### src/hw/rtl/iidl_pkg.sv
// ----------------------------------------------------------------------------
// iidl_pkg
// Shared constants and controller/datapath interface types for the indexed
// insert/delete list.
// ----------------------------------------------------------------------------
package iidl_pkg;

	localparam int DEF_CAPACITY = 128;

	localparam int OPC_W  = 2;
	localparam int POS_W  = 8;
	localparam int DATA_W = 32;
	localparam int STAT_W = 2;
	localparam int CNT_W  = 8;

	typedef logic [OPC_W-1:0]  opc_t;
	typedef logic [STAT_W-1:0] stat_code_t;

	localparam opc_t OP_READ   = 2'd0;
	localparam opc_t OP_INSERT = 2'd1;
	localparam opc_t OP_REMOVE = 2'd2;
	localparam opc_t OP_CLEAR  = 2'd3;

	localparam stat_code_t ST_OK    = 2'd0;
	localparam stat_code_t ST_RANGE = 2'd1;
	localparam stat_code_t ST_FULL  = 2'd2;

	// controller -> datapath
	typedef struct packed {
		logic load;    // capture item, check range
		logic move;    // shift one entry per cycle
		logic rd_pos;  // read entry at position
		logic put;     // write inserted value, update count
		logic fetch;   // read first and last entries
		logic resp;    // load result registers
	} cmd_t;

	// datapath -> controller
	typedef struct packed {
		logic ok;
		opc_t op;
		logic move_done;
	} stat_t;

endpackage

### src/hw/rtl/iidl_ctrl.sv
// ----------------------------------------------------------------------------
// iidl_ctrl
// Command sequencer for the list: decide, shift or read, write, fetch, respond.
// ----------------------------------------------------------------------------
module iidl_ctrl (
	input  logic             clk,
	input  logic             arst_n,
	input  logic             start,
	output logic             busy,
	input  iidl_pkg::stat_t  stat,
	output iidl_pkg::cmd_t   cmd
);

	localparam logic [2:0] S_IDLE   = 3'd0;
	localparam logic [2:0] S_DECIDE = 3'd1;
	localparam logic [2:0] S_MOVE   = 3'd2;
	localparam logic [2:0] S_RDPOS  = 3'd3;
	localparam logic [2:0] S_PUT    = 3'd4;
	localparam logic [2:0] S_FETCH  = 3'd5;
	localparam logic [2:0] S_RESP   = 3'd6;

	logic [2:0] state_q;
	logic [2:0] state_d;

	assign busy = (state_q != S_IDLE);

	always_comb begin
		state_d = state_q;
		cmd     = '0;
		unique case (state_q)
			S_IDLE: begin
				if (start) begin
					cmd.load = 1'b1;
					state_d  = S_DECIDE;
				end
			end
			S_DECIDE: begin
				priority if (stat.ok && (stat.op == iidl_pkg::OP_INSERT ||
				                         stat.op == iidl_pkg::OP_REMOVE)) begin
					state_d = S_MOVE;
				end else if (stat.ok && stat.op == iidl_pkg::OP_READ) begin
					state_d = S_RDPOS;
				end else begin
					state_d = S_PUT;
				end
			end
			S_MOVE: begin
				cmd.move = 1'b1;
				if (stat.move_done) begin
					state_d = S_PUT;
				end
			end
			S_RDPOS: begin
				cmd.rd_pos = 1'b1;
				state_d    = S_PUT;
			end
			S_PUT: begin
				cmd.put = 1'b1;
				state_d = S_FETCH;
			end
			S_FETCH: begin
				cmd.fetch = 1'b1;
				state_d   = S_RESP;
			end
			S_RESP: begin
				cmd.resp = 1'b1;
				state_d  = S_IDLE;
			end
			default: begin
				state_d = S_IDLE;
			end
		endcase
	end

	always_ff @(posedge clk or negedge arst_n) begin
		if (!arst_n) begin
			state_q <= S_IDLE;
		end else begin
			state_q <= state_d;
		end
	end

endmodule

### config.mk
export PLATFORM = sky130hd
export DESIGN_NAME = iidl_ctrl
export DESIGN_NICKNAME = d
export VERILOG_FILES = /design/src/hw/rtl/iidl_pkg.sv /design/src/hw/rtl/iidl_ctrl.sv
export SDC_FILE = /design/constraint.sdc
export NUM_CORES = 1
export LEC_CHECK = 0
export BUFFER_PORTS_ARGS = -buffer_cell sky130_fd_sc_hd__buf_2
export CAP_MARGIN = 15
export CELL_PAD_IN_SITES_DETAIL_PLACEMENT = 2
export CELL_PAD_IN_SITES_GLOBAL_PLACEMENT = 2
export CORE_AREA = 2 2 39 41
export DETAILED_ROUTE_END_ITERATION = 8
export DIE_AREA = 0 0 41 43
export GPL_TIMING_DRIVEN = 0
export PLACE_DENSITY = 0.72
export SETUP_SLACK_MARGIN = 0.1
export SYNTH_ARGS = -nofsm -noshare
export SYNTH_HDL_FRONTEND = slang
export SYNTH_SLANG_ARGS = --single-unit
### constraint.sdc
create_clock -name clk -period 4.3 [get_ports clk]
set_clock_uncertainty 0.2 [all_clocks]
set_input_delay 1.075 -clock clk [delete_from_list [all_inputs] [get_ports clk]]
set_output_delay 1.075 -clock clk [all_outputs]
set_load 0.01 [all_outputs]
# After elaboration in Yosys (flattened, before gate mapping)
# Index checks and enable logic that the tools add are counted.
[word_totals]
regBits = 3
out_inout_bits = 7
in_bits = 7
wordCells = 30
[op_classes]
eq_ne = 10
n_reduce_logical = 7
muxes = 12
[ops]
columns = ["cell", "n"]
rows = [
  ["$pmux 3 s6", 1],
  ["$mux 3", 4],
  ["$eq 3x3->1 const B", 3],
  ["$mux 1", 7],
  ["$eq 3x2->1 const B", 2],
  ["$ne 2x2->1 const B", 2],
  ["$eq 3x1->1 const B", 1],
  ["$logic_not 3->1", 1],
  ["$reduce_bool 3->1", 1],
  ["$eq 2x1->1 const B", 1],
  ["$eq 2x2->1 const B", 1],
  ["$logic_and 1x1->1", 2],
  ["$logic_not 2->1", 1],
  ["$reduce_and 2->1", 1],
  ["$logic_or 1x1->1", 1],
]

# Depth between registers and ports, before layout
[logic_depth]
ltp_word = 5
mapped_depth = 4
mapped_depth_nobuf = 4

# Least setup slack after synthesis
# Ideal clock, no wire load.
[synth_timing]
path_type = "input port to output port"
startpoint = "in start"
endpoint = "out cmd[5] (netlist bit)"
arrival_ns = 1.236
slack_ns = 1.789
path_buffers = 0
cell_stages = 2
required_time_ns = 3.025
cell_sequence = "inv_1 > nor2_2"
[synth_lines]
columns = ["item", "line", "source"]
rows = [
  ["start: declaration", "iidl_ctrl.sv:8", "input logic start,"],
  ["end: declaration", "iidl_ctrl.sv:11", "output iidl_pkg::cmd_t cmd"],
]

==> run metrics <==
Mapped Area=253 um2; max FFs per register=3; Worst Tran Pin Value=0.246 ns; synthesis-stage register bit count=3; vias in the first global route=259; Num Clock Sinks=3; post-layout min period=2.69 ns; placed cells=57; Initial DRT Pass Iterations=2; die area=1760 um2; # H-tree levels=1; CP max stage cell=buf_2; initial DRC count=4; top cell type's share of synthesized area=29.7%; initial core utilization=18.3%; Syn Inst Count=28; first-pass GRT wire length=1.04 mm; deepest clock path buffer count=2; sequential area share after synthesis=29.7%; Synth area leader=dfrtp_1; Final Util=26.3%; Post-CTS Setup Bufs=0; cell row count=14; CTS resizes=0; nets=54; TritonCTS Buffers=3; Worst-path clk slew=0.03 ns; non-filler cells, final=61; largest net degree at the start of global routing=11; Peak Freq=372 MHz; Final Cycle Share=62.5%; clk_lat worst skew=0.24 ns; Setup CP Type=input pin to output pin; Diodes inserted=0; Startpoint Class=input pin; Area Overhead vs Synth=44.1%; Routability Congestion=0.571; Max VDD drop=0.000163 V; status=finished, final reports clean; final hold vios=0; core area=1380 um2; Syn Nets=36; Netlist cell types=18; grt ovf=0; average vias per placed instance=4.30; Routed Antenna Nets=0; syn avg cell area=9.03 um2; all-layer global routing usage=9.03%; Fin Setup TNS=0 ns; CP arrival=1.41 ns; Critical Path Sink Type=output pin; initial antenna violation count=0; Most flops, register=state_q; unrepaired setup endpoints after global routing=no; # setup viols final=0; number of max-cap violations=0; Max FO, Critical Path=2; Residual DRC=0; CP required=3.02 ns; Leak=0.199 nW; CTS tree=yes; CP cell instances=buf_2 -> inv_1 -> nor2_2 -> buf_2; Power Density=656 nW/um2; Vias=262; total routed wirelength=637 um; share of cells above drive strength 1=46.7%; WL/cell=10.4 um; Buf/Inv on CP=3; synth warn=0; die width=41 um; Die H=43 um; Ports=14; Final HPWL DP=503 um; max-slew violations=0; top flop regs=state_q (3); synth top area cells=dfrtp_1 (30%), nand2b_1 (7.4%), inv_1 (5.9%); crit-path max cell delay=0.13 ns; Hold WC Path Type=register to register; CP most frequent cell=buf_2; CTS Hold Buffers Added=0; PortBufs=13; Top delay family on crit path=buffers and inverters; root buffer cell=clkbuf_4; Max-slew headroom=83.6%
worst paths after layout:
| check | start | to | slack (ns) | cells past startpoint |
|---|---|---|---|---|
| max | start | cmd[5] | 1.61 | 4 |
| min | state_q[1] | state_q[0] | 0.39 | 1 |
| max reg2reg | state_q[0] | state_q[1] | 3.04 | 3 |
| min reg2reg | state_q[1] | state_q[0] | 0.39 | 1 |
| max in group asynchronous | arst_n | state_q[0] | 3.37 | 1 |
| min in group asynchronous | arst_n | state_q[2] | 0.42 | 1 |
metrics by stage:
step / setup WS (ns) / cell area (um2) / hold WS, ns / total power [mW]
after CTS: 1.61 / 364 / 0.406 / 0.245
after global routing: 1.57 / 364 / 0.419 / 0.262
after floorplan: 1.79 / 253 / 0.300 / 0.148
after detailed placement: 1.61 / 338 / 0.401 / 0.192
final: 1.61 / 364 / 0.386 / 0.239
after global placement: 1.62 / 338 / 0.393 / 0.189
worst reg2reg max path: stages, from the launching register on:
cell     delay, ns
dfrtp_1       0.38
buf_6         0.15
and3b_1       0.19
a211o_1       0.22
synth_stat cells, drive strengths merged:
library cell and count:
dfrtp 3, a211oi 1, ha 1, and3 1, and2b 1, nor4b 1
or3 1, and3b 1, nor3 1, nand4bb 1, o221ai 1, nand2b 3
o21a 1, nor2 5, buf 1, a211o 1, inv 4
power by group:
part	leakage (nW)	switching [mW]	total, mW	internal [mW]
Clock	0.0150	0.0159	0.0508	0.0348
Sequential	0.0363	0.0212	0.0635	0.0422
Combinational	0.147	0.0593	0.125	0.0654
cell type report:
| class | instances | area (um2) |
|---|---|---|
| Multi-Input combinational cell | 20 | 151 |
| Clock buffer | 4 | 26.3 |
| Fill cell | 174 | 1020 |
| Timing Repair Buffer | 13 | 65.1 |
| Sequential cell | 3 | 75.1 |
| Tap cell | 16 | 20.0 |
| Inverter | 4 | 15.0 |
| Buffer | 1 | 11.3 |
cells by family after synthesis:
group | share of synthesized area [%]
flops | 29.7
compound gates | 12.9
simple gates | 42.1
buf+inv | 10.4
fa+ha+maj | 4.95
routing by layer:
metal | track usage (%) | wire, um
met1 | 10.6 | 271
met2 | 13.1 | 319
met3 | 3.14 | 47
met4 | 6.00 | 0
met5 | 0 | 0
cell usage in the layout, fill, tap and decap left out, drive strengths merged:
cell     count
clkbuf       4
nand4bb      1
or3          1
inv          4
nor4b        1
a211o        1
a211oi       1
and3b        1
ha           1
and3         1
and2b        1
nand2b       3
nor2         5
o21a         1
o221ai       1
nor3         1
buf         14
dfrtp        3
No activity file was read; power rests on OpenSTA's default activity.
